`config.mk`:
```
export PLATFORM = sky130hd
export DESIGN_NAME = chunk_window_shift_remap
export DESIGN_NICKNAME = d
export VERILOG_FILES = /design/src/hw/rtl/cwsr_pkg.sv /design/src/hw/rtl/cwsr_window_test.sv /design/src/hw/rtl/chunk_window_shift_remap.sv
export SDC_FILE = /design/constraint.sdc
export NUM_CORES = 2
export LEC_CHECK = 0
export BUFFER_PORTS_ARGS = -buffer_cell sky130_fd_sc_hd__buf_2
export CORE_MARGIN = 2
export CORE_UTILIZATION = 40
export DETAILED_ROUTE_END_ITERATION = 6
export PLACE_DENSITY = 0.58
export SLEW_MARGIN = 20
export SYNTH_ARGS = -nofsm -noshare
export SYNTH_HDL_FRONTEND = slang
export SYNTH_SLANG_ARGS = --single-unit
```
`constraint.sdc`:
```
create_clock -name clk -period 6 [get_ports clk]
set_clock_uncertainty 0.05 [all_clocks]
set_input_delay 1.2 -clock clk [delete_from_list [all_inputs] [get_ports clk]]
set_output_delay 1.2 -clock clk [all_outputs]
set_load 0.01 [all_outputs]
```
`src/hw/rtl/cwsr_pkg.sv`:
```
// Package for the chunk window shift and remap block: request types, result kinds,
// sequencer states and default window parameters. No dependencies.
`default_nettype none
package cwsr_pkg;
	localparam int WindowXzDef = 4;
	localparam int WindowYDef = 2;
	localparam int RadiusDef = 1;
	localparam int ChunkShiftDef = 4;

	typedef enum logic [1:0] {
		FUNC_CAMERA = 2'd0,
		FUNC_READY = 2'd1,
		FUNC_INIT = 2'd2,
		FUNC_LOCATE = 2'd3
	} func_t;

	typedef enum logic [3:0] {
		KIND_NO_SHIFT = 4'd0,
		KIND_MOVE = 4'd1,
		KIND_LOAD = 4'd2,
		KIND_EVICT = 4'd3,
		KIND_TAKEN = 4'd4,
		KIND_DROPPED = 4'd5,
		KIND_HIT = 4'd6,
		KIND_MISS = 4'd7,
		KIND_INIT = 4'd8
	} kind_t;

	typedef enum logic [2:0] {
		ST_IDLE,
		ST_DECODE,
		ST_REMAP,
		ST_EVICT,
		ST_OUT
	} state_t;

	typedef struct packed {
		logic [1:0] func;
		logic signed [31:0] pos_x;
		logic signed [31:0] pos_y;
		logic signed [31:0] pos_z;
	} in_item_t;

	typedef struct packed {
		logic [3:0] kind;
		logic [4:0] from_slot;
		logic [4:0] to_slot;
		logic signed [31:0] chunk_x;
		logic signed [31:0] chunk_y;
		logic signed [31:0] chunk_z;
		logic [3:0] local_x;
		logic [3:0] local_y;
		logic [3:0] local_z;
		logic last;
	} out_item_t;

	typedef struct packed {
		logic in_x;
		logic in_y;
		logic in_z;
	} win_flags_t;
endpackage
`default_nettype wire

```
`src/hw/rtl/cwsr_window_test.sv`:
```
// Shared window test: relative offsets of one chunk against an origin and range checks.
// Depends on cwsr_pkg.
`default_nettype none
module cwsr_window_test import cwsr_pkg::*; #(
	parameter int WINDOW_XZ = WindowXzDef,
	parameter int WINDOW_Y = WindowYDef
) (
	input wire logic [31:0] cx,
	input wire logic [31:0] cy,
	input wire logic [31:0] cz,
	input wire logic [31:0] ox,
	input wire logic [31:0] oy,
	input wire logic [31:0] oz,
	output win_flags_t flags,
	output logic [31:0] rx,
	output logic [31:0] ry,
	output logic [31:0] rz
);
	always_comb begin
		rx = cx - ox;
		ry = cy - oy;
		rz = cz - oz;
		flags.in_x = rx < 32'(WINDOW_XZ);
		flags.in_y = ry < 32'(WINDOW_Y);
		flags.in_z = rz < 32'(WINDOW_XZ);
	end
endmodule
`default_nettype wire

```
`src/hw/rtl/chunk_window_shift_remap.sv`:
```
// Top level of the chunk window shift and remap block: sequencer, window state and
// result register. Depends on cwsr_pkg and cwsr_window_test.
//
// Channel | Direction | Payload    | Handshake
// req     | in        | in_item_t  | req_valid / req_ready
// res     | out       | out_item_t | res_valid / res_ready
//
// A ready, locate, init or unchanged camera request passes through the decode and output
// states after it is accepted; its result is registered in decode and marked valid in output.
// A window shift passes through decode, then walks every slot for remapping and every slot
// again for the eviction scan, each result waiting for the consumer.
// Reset restores the default origin with all slots occupied; no clearing pass is needed.
// A stalled result holds the sequencer, and no request is taken until all results leave.
`default_nettype none
module chunk_window_shift_remap import cwsr_pkg::*; #(
	parameter int WINDOW_XZ = WindowXzDef,
	parameter int WINDOW_Y = WindowYDef,
	parameter int RADIUS = RadiusDef,
	parameter int CHUNK_SHIFT = ChunkShiftDef
) (
	input wire logic clk,
	input wire logic arst_n,
	input wire logic req_valid,
	output logic req_ready,
	input wire in_item_t req,
	output logic res_valid,
	input wire logic res_ready,
	output out_item_t res
);
	localparam int NSlot = WINDOW_XZ * WINDOW_Y * WINDOW_XZ;
	localparam int XW = $clog2(WINDOW_XZ);
	localparam int YW = (WINDOW_Y > 1) ? $clog2(WINDOW_Y) : 1;
	localparam int SW = $clog2(NSlot);

	state_t state_q, state_d;
	in_item_t req_q;
	logic [31:0] org_x_q, org_y_q, org_z_q;
	logic [31:0] old_x_q, old_y_q, old_z_q;
	logic [NSlot-1:0] occ_q, old_occ_q, reused_q;
	logic [XW-1:0] ix_q;
	logic [YW-1:0] iy_q;
	logic [XW-1:0] iz_q;
	logic [SW-1:0] idx_q;
	out_item_t res_q;
	logic res_valid_q;

	logic [31:0] fx, fy, fz;
	logic [31:0] tcx, tcy, tcz, tox, toy, toz, rx, ry, rz;
	win_flags_t flags;
	logic in_win;
	logic [SW-1:0] rel_slot, cur_slot;
	logic [31:0] nox, noy, noz;
	logic last_new, last_idx;
	logic out_free;
	logic keep_old, evict_now;
	logic [XW-1:0] step_x;
	logic [YW-1:0] step_y;
	logic [XW-1:0] step_z;
	out_item_t res_d;
	logic res_load;
	logic res_valid_d;

	function automatic logic [31:0] floor_chunk(input logic [31:0] v);
		return 32'($signed(v) >>> CHUNK_SHIFT);
	endfunction

	function automatic logic [3:0] local_bits(input logic [31:0] v);
		logic [31:0] m;
		m = v & ((32'd1 << CHUNK_SHIFT) - 32'd1);
		return m[3:0];
	endfunction

	always_comb begin
		fx = floor_chunk(req_q.pos_x);
		fy = floor_chunk(req_q.pos_y);
		fz = floor_chunk(req_q.pos_z);
		nox = fx - 32'(RADIUS);
		noy = fy - 32'(WINDOW_Y - 1);
		noz = fz - 32'(RADIUS);
		tox = org_x_q;
		toy = org_y_q;
		toz = org_z_q;
		tcx = fx;
		tcy = fy;
		tcz = fz;
		if (state_q == ST_REMAP) begin
			tcx = org_x_q + 32'(ix_q);
			tcy = org_y_q + 32'(iy_q);
			tcz = org_z_q + 32'(iz_q);
			tox = old_x_q;
			toy = old_y_q;
			toz = old_z_q;
		end else if (req_q.func == FUNC_READY) begin
			tcx = req_q.pos_x;
			tcy = req_q.pos_y;
			tcz = req_q.pos_z;
		end
	end

	cwsr_window_test #(.WINDOW_XZ(WINDOW_XZ), .WINDOW_Y(WINDOW_Y)) u_test (
		.cx(tcx), .cy(tcy), .cz(tcz), .ox(tox), .oy(toy), .oz(toz),
		.flags(flags), .rx(rx), .ry(ry), .rz(rz)
	);

	always_comb begin
		in_win = flags.in_x && flags.in_y && flags.in_z;
		rel_slot = SW'(32'(rx[XW-1:0]) + 32'(WINDOW_XZ) *
			(32'(ry[YW-1:0]) + 32'(WINDOW_Y) * 32'(rz[XW-1:0])));
		cur_slot = SW'(32'(ix_q) + 32'(WINDOW_XZ) *
			(32'(iy_q) + 32'(WINDOW_Y) * 32'(iz_q)));
		last_new = (32'(ix_q) == 32'(WINDOW_XZ - 1)) && (32'(iy_q) == 32'(WINDOW_Y - 1))
			&& (32'(iz_q) == 32'(WINDOW_XZ - 1));
		last_idx = 32'(idx_q) == 32'(NSlot - 1);
		out_free = !res_valid_q || res_ready;
		keep_old = in_win && old_occ_q[rel_slot];
		evict_now = old_occ_q[idx_q] && !reused_q[idx_q];
		step_x = ix_q + 1'b1;
		step_y = iy_q;
		step_z = iz_q;
		if (32'(ix_q) == 32'(WINDOW_XZ - 1)) begin
			step_x = '0;
			if (32'(iy_q) == 32'(WINDOW_Y - 1)) begin
				step_y = '0;
				step_z = (32'(iz_q) == 32'(WINDOW_XZ - 1)) ? '0 : iz_q + 1'b1;
			end else begin
				step_y = iy_q + 1'b1;
			end
		end
	end

	always_comb begin
		state_d = state_q;
		case (state_q)
			ST_IDLE: if (req_valid && req_ready) state_d = ST_DECODE;
			ST_DECODE: begin
				if (req_q.func == FUNC_CAMERA && !(nox == org_x_q && noy == org_y_q
					&& noz == org_z_q))
					state_d = ST_REMAP;
				else
					state_d = ST_OUT;
			end
			ST_REMAP: if (out_free && last_new) state_d = ST_EVICT;
			ST_EVICT: begin
				if (last_idx && (out_free || !evict_now))
					state_d = ST_IDLE;
			end
			ST_OUT: if (out_free) state_d = ST_IDLE;
			default: state_d = ST_IDLE;
		endcase
	end

	always_comb begin
		req_ready = (state_q == ST_IDLE) && !res_valid_q;
	end

	always_comb begin
		res_valid_d = res_valid_q && !res_ready;
		case (state_q)
			ST_REMAP: if (out_free) res_valid_d = 1'b1;
			ST_EVICT: if (out_free && evict_now) res_valid_d = 1'b1;
			ST_OUT: if (out_free) res_valid_d = 1'b1;
			default: ;
		endcase
	end

	always_comb begin
		res_d = '0;
		res_load = 1'b0;
		case (state_q)
			ST_DECODE: begin
				res_load = 1'b1;
				res_d.last = 1'b1;
				res_d.chunk_x = fx;
				res_d.chunk_y = fy;
				res_d.chunk_z = fz;
				case (req_q.func)
					FUNC_READY: begin
						res_d.kind = in_win ? KIND_TAKEN : KIND_DROPPED;
						res_d.to_slot = in_win ? 5'(rel_slot) : 5'd0;
						res_d.chunk_x = req_q.pos_x;
						res_d.chunk_y = req_q.pos_y;
						res_d.chunk_z = req_q.pos_z;
					end
					FUNC_LOCATE: begin
						res_d.kind = (in_win && occ_q[rel_slot]) ? KIND_HIT : KIND_MISS;
						res_d.to_slot = (in_win && occ_q[rel_slot]) ? 5'(rel_slot) : 5'd0;
						res_d.local_x = local_bits(req_q.pos_x);
						res_d.local_y = local_bits(req_q.pos_y);
						res_d.local_z = local_bits(req_q.pos_z);
					end
					FUNC_INIT: res_d.kind = KIND_INIT;
					default: res_d.kind = KIND_NO_SHIFT;
				endcase
			end
			ST_REMAP: if (out_free) begin
				res_load = 1'b1;
				res_d.to_slot = 5'(cur_slot);
				res_d.chunk_x = tcx;
				res_d.chunk_y = tcy;
				res_d.chunk_z = tcz;
				if (keep_old) begin
					res_d.kind = KIND_MOVE;
					res_d.from_slot = 5'(rel_slot);
				end else begin
					res_d.kind = KIND_LOAD;
				end
				res_d.last = last_new && ((old_occ_q & ~(reused_q |
					(keep_old ? (NSlot'(1) << rel_slot) : '0))) == '0);
			end
			ST_EVICT: if (out_free && evict_now) begin
				res_load = 1'b1;
				res_d.kind = KIND_EVICT;
				res_d.from_slot = 5'(idx_q);
				res_d.chunk_x = old_x_q + 32'(ix_q);
				res_d.chunk_y = old_y_q + 32'(iy_q);
				res_d.chunk_z = old_z_q + 32'(iz_q);
				res_d.last = ((old_occ_q & ~reused_q) >> idx_q) == NSlot'(1);
			end
			default: ;
		endcase
	end

	always_ff @(posedge clk or negedge arst_n) begin
		if (!arst_n) begin
			state_q <= ST_IDLE;
			org_x_q <= -32'(RADIUS);
			org_y_q <= -32'(WINDOW_Y - 1);
			org_z_q <= -32'(RADIUS);
			occ_q <= '1;
			reused_q <= '0;
			res_valid_q <= 1'b0;
		end else begin
			state_q <= state_d;
			res_valid_q <= res_valid_d;
			case (state_q)
				ST_DECODE: begin
					if (req_q.func == FUNC_INIT) begin
						org_x_q <= nox;
						org_y_q <= noy;
						org_z_q <= noz;
						occ_q <= '1;
						reused_q <= '0;
					end else if (req_q.func == FUNC_CAMERA) begin
						org_x_q <= nox;
						org_y_q <= noy;
						org_z_q <= noz;
						if (state_d == ST_REMAP) reused_q <= '0;
					end else if (req_q.func == FUNC_READY && in_win) begin
						occ_q[rel_slot] <= 1'b1;
					end
				end
				ST_REMAP: if (out_free) begin
					if (keep_old) begin
						occ_q[cur_slot] <= 1'b1;
						reused_q[rel_slot] <= 1'b1;
					end else begin
						occ_q[cur_slot] <= 1'b0;
					end
				end
				default: ;
			endcase
		end
	end

	always_ff @(posedge clk) begin
		if (req_valid && req_ready) req_q <= req;
		if (res_load) res_q <= res_d;
		case (state_q)
			ST_DECODE: begin
				old_x_q <= org_x_q;
				old_y_q <= org_y_q;
				old_z_q <= org_z_q;
				old_occ_q <= occ_q;
				ix_q <= '0;
				iy_q <= '0;
				iz_q <= '0;
				idx_q <= '0;
			end
			ST_REMAP: if (out_free) begin
				ix_q <= step_x;
				iy_q <= step_y;
				iz_q <= step_z;
			end
			ST_EVICT: if (!last_idx && (out_free || !evict_now)) begin
				idx_q <= idx_q + 1'b1;
				ix_q <= step_x;
				iy_q <= step_y;
				iz_q <= step_z;
			end
			default: ;
		endcase
	end

	assign res_valid = res_valid_q;
	assign res = res_q;

`ifndef NO_ASSERTIONS
	a_no_req_busy: assert property (@(posedge clk) disable iff (!arst_n)
		(state_q != ST_IDLE) |-> !req_ready) else $error("request taken while busy");
	a_hold: assert property (@(posedge clk) disable iff (!arst_n)
		(res_valid && !res_ready) |=> $stable(res)) else $error("result changed in stall");
	a_idle_last: assert property (@(posedge clk) disable iff (!arst_n)
		(res_valid && res_ready && state_q == ST_IDLE) |-> res.last)
		else $error("final result without last");
`endif
endmodule
`default_nettype wire

```
# == Word level (Yosys, flattened, before mapping) ==
# Cells that the tools add are included.
# word_totals
regBits,523
in_bits,102
output_inout_bits,125
wordCells,222
# op_classes
n_addsub,20
n_lt_le_gt_ge,8
n_eq_ne,22
shift,2
muxes,88
n_bitwise,10
n_reduce_logical,43
# ops
operator,count
$mux 32,23
$pmux 96 s3,1
$add 32x2->32,4
$or 32x32->32,4
$pmux 32 s2,2
$mux 110,1
$and 32x32->32,3
$eq 32x32->1,3
$mux 96,1
$not 32->32,3
$sub 32x32->32,3
$mux 95,1
$mux 31,3
$sub 28x2->29 const B,3
$add 32x1->32,2
$lt 32x3->1 const B,2
$pmux 5 s2,4
$eq 32x1->1 const B,1
$logic_not 32->1,1
$lt 32x2->1 const B,1
$shl 1x5->32 const A,1
$shr 32x5->32,1
$pmux 4 s3,2
$logic_and 1x1->1,21
other kinds (37),102

# == Longest topological paths before layout ==
# logic_depth
ltp_word,17
ltp_mapped,28
ltp_nobuf,25

# == Modules after synthesis ==
# A second synthesis with hierarchy kept.
# unflattened
cells_unflattened,4109
area_unflattened_um2,36582.6
# modules_own_cells
mod,instances,cells_per_inst,area_per_inst_um2,seq_area_each_um2
chunk_window_shift_remap,1,3272,31056.0,14537.7
cwsr_window_test,1,837,5526.6,0.0

# == Worst setup path after synthesis ==
# OpenSTA, ideal clock, no wires.
# synth_path
path_kind,register to register
start,register idx_q[0]
end,"register res_q (netlist bit res[0]), enable pin"
setup_time_ns,1.389
t_arrival_ns,5.183
required_time_ns,4.561
setup_slack_ns,-0.623
path_stages_with_launch,12
n_path_buf,3
synth_period_minus_slack_ns,6.623
path_cell_list,edfxtp_1 clkbuf_1 buf_1 mux4_2 nand2_1 o21ai_0 inv_1 mux4_2 nor2_1 nand2_1 clkbuf_1 nand3_1
# synth_between
elab_chain_len,7
word_cells_on_any_way,9
classes_between,mux: 6; reduce/logical: 3
# synth_lines
element,line,source
"start, declared",chunk_window_shift_remap.sv:43,logic [SW-1:0] idx_q;
"start signal, assigned",chunk_window_shift_remap.sv:285,idx_q <= idx_q + 1'b1;
$bmux 1 s5,chunk_window_shift_remap.sv:116,evict_now = old_occ_q[idx_q] && !reused_q[idx_q];
$mux 1 (not written as such),chunk_window_shift_remap.sv:116,
$logic_not 1->1,chunk_window_shift_remap.sv:116,
$logic_and 1x1->1 *,chunk_window_shift_remap.sv:116,
$logic_and 1x1->1 *,chunk_window_shift_remap.sv:210,ST_EVICT: if (out_free && evict_now) begin
$mux 1 *,chunk_window_shift_remap.sv:210,
$pmux 1 s3 *,chunk_window_shift_remap.sv:169,case (state_q)
named net res_load,chunk_window_shift_remap.sv:60,logic res_load;
"end signal, assigned",chunk_window_shift_remap.sv:267,if (res_load) res_q <= res_d;
"end, declared",chunk_window_shift_remap.sv:44,out_item_t res_q;
# The timed path passes the listed nets; every way through them passes the cells marked *. The select of a mux whose other input is x is not followed.
# A chain may end at the register's enable or synchronous reset.

==> results.md <==
- Via count: 33638
- Clock slew at reported path FFs: 0.06 ns
- CTS tree: done
- WL/cell: 24.4 um
- Num CTS Buffers: 59
- Vias per cell: 5.88
- CP Data Required Time: 6.48 ns
- Fin worst setup slack: -0.313 ns
- Clk root buf: clkbuf_16
- Footprint of the multi-input gates: 0.0222 mm^2
- Critical Path AT: 6.80 ns
- Ys flop type: edfxtp_1
- Setup crit start: org_x_q[0]
- Vias in the first global route: 32123
- DRC: 0
- Synth Net Count: 4055
- Setup TNS: -5.17 ns
- # fillers: 8260
- Hold Slack: 0.435 ns
- Asr flop ratio synth: 0.307
- Placement Rows: 110
- Largest net degree at the start of global routing: 99
- Final #Nets: 4726
- Hold Crit Start: reused_q[28]
- Syn_area_per_cell: 9.44 um^2
- Period utilisation layout: 1.05
- Commonest non-fill, non-tap cells in the layout: buf_4, nand2_1, edfxtp_1, nor2_1, mux2i_1
- Tmin final: 6.31 ns
- Routability-driven placement congestion ratio: 0.972
- Final Slew Violations: 0
- Drt total wl: 140 mm
- Die X: 304 um
- Warnings from Yosys: 0
- Port Buffers: 226
- Startpoint types: flop
- Slew headroom: 0.255
- RSZ-0062 raised after global routing: true
- Most common cell after layout, fill and taps aside: buf_4
- Die area: 0.0927 mm^2
- Area growth, synth to finish: 29.6%
- Total GRT Usage: 0.287
- Maxcap violations: 0
- Core area: 0.0897 mm^2
- DRT iter0 DRCs: 3202
- CTS H-tree lvls: 2
- Violated checks: setup timing
- Register area: 0.0145 mm^2
- Worst min path class: flop to flop
- Count of state elements after synthesis: 505
- Mapped cell area: 0.0361 mm^2
- Clk sinks: 505
- Final Hold Fails: 0
- EDFF count, synth: 350
- Dpl ws: -1.08 ns
- Post-Syn Instances: 3827
- RR Startpoint: org_x_q[0]
- Clock Path Buffers: 3
- Synth cell types: 87
- Die Ht: 304 um
- Crit-path max FO: 7
- Path type of the worst setup path: flop to flop
- Initial core utilization: 0.402
- Crit. End Element: flop
- First-pass GRT wire length: 203 mm
- Share of layout cells above drive strength 1: 0.298
- Register area share after synthesis: 0.403
- Final setup fails: 41
- Total grt overflow: 0
- DP Wirelength: 105 mm
- Initial antenna violation count: 6
- I/O Pins: 227
- Worst skew pair latency: 0.67 ns
- Outcome: finished, violations left
- Post-CTS Hold Buffers: 0
- Detail Route Antenna Nets: 0
- 1st-pass router iterations: 6
- Worst Max-Slew Pin Slew: 1.12 ns
- Max Freq: 0.158 GHz
-- layout make-up --
cell class | instances | area share
clock inverters | 24 | 0.00660
repair buffers | 862 | 0.137
clock buffers | 86 | 0.0361
flip-flops and latches | 505 | 0.311
diodes | 1 | 0.0000535
multi-input cells | 3015 | 0.474
inverters | 55 | 0.00446
well taps | 1176 | 0.0314
-- path summary, 6_finish.rpt --
path	endpoint	slack (ns)	depth (start not counted)
setup reg to reg	res[0]	-0.31	26
min in group asynchronous	reused_q[0]	0.57	1
setup / recovery	res[0]	-0.31	26
max in group asynchronous	org_z_q[7]	4.26	2
hold reg to reg	reused_q[28]	0.44	1
hold / removal	reused_q[28]	0.44	1
-- worst max-delay path, cell delays in order, from the launching register on --
cell and delay [ns]:
dfstp_2 0.56, ha_4 0.14, fa_2 0.29, nand3_4 0.11
nor2_4 0.12, and3_4 0.21, and3_4 0.19, and3_4 0.18
nand2_2 0.06, or3_4 0.38, a31oi_4 0.20, ha_4 0.23
nand2b_4 0.09, o2111ai_4 0.14, a2111oi_4 0.30, buf_4 0.16
nand4b_1 0.10, nor3_2 0.11, nand4_1 0.10, or4b_1 0.48
or4_4 0.44, nor4_4 0.13, nand4_1 0.28, buf_6 0.26
or4_4 0.51, a211oi_2 0.18, a31o_1 0.17
-- logic make-up (layout without fill, tap and decap cells) --
kind of cell,Yosys count,after routing,synth area share
compound gates,928,929,0.166
flops,505,505,0.403
other cells,0,1,0
fa+ha+maj,126,126,0.0451
mux,262,262,0.0808
simple gates,1330,1332,0.184
buf+inv,310,1027,0.0328
xor+xnor,366,366,0.0888
-- cells in the mapped netlist (all sizes together), types with 26 or more instances --
cell	n	area, um^2
mux2i	232	2320
nand2b	45	282
a21oi	226	1130
a211oi	26	208
o21a	40	300
inv	54	203
dfrtp	36	901
o31ai	53	398
ha	119	1490
dfstp	119	3130
a31oi	45	282
or3	27	169
a21o	56	420
nand3	104	538
and2	61	382
nor2b	58	363
edfxtp	350	10500
nor3	95	475
buf	48	199
and3	42	263
o21ai	234	1170
nor4	51	319
nand2	400	1500
clkbuf	207	778
xor2	178	1560
nand4	77	497
xnor2	188	1650
o221ai	87	762
nor2	267	1000
-- repair_timing --
| action | CTS | global route |
|---|---|---|
| endpoints found under the setup margin | 77 | 77 |
| pin swaps | 26 | 126 |
| gates cloned | 5 | 10 |
| resized for setup | 54 | 307 |
| buffers inserted | 13 | 17 |
-- registers in the layout, indices dropped and copies added (netlist names), named ones only --
register / cells
org_y_q: 29
old_z_q: 29
res: 123
ix_q: 2
fx: 28
org_x_q: 29
reused_q: 32
org_z_q: 29
state_q: 3
fy: 28
iy_q: 1
idx_q: 5
old_y_q: 29
req_q: 14
fz: 28
old_x_q: 29
res_valid: 1
old_occ_q: 32
iz_q: 2
-- metrics by stage --
stage / cell area (um^2) / util / std cells
floorplan: 36200 / - / 3827
global placement: 42600 / 0.474 / 5569
detailed placement: 42600 / 0.474 / 5569
CTS: 45000 / 0.501 / 5697
global route: 46800 / 0.522 / 5723
finish: 46800 / 0.522 / 5724
-- layer usage --
layer / wire length (um) / share of wire / up-vias / global-route usage
met4: 7410 / 0.053 / 2 / 0.120
met3: 8490 / 0.061 / 324 / 0.0380
met2: 66200 / 0.47 / 1282 / 0.481
met5: 12 / 0.000086 / - / 0
met1: 57500 / 0.41 / 16429 / 0.375
li1: - / - / 15601 / -
Power is left out: the tool's default activity adds up to more than one toggle a clock period on the data nets, which glitch-free logic cannot reach.
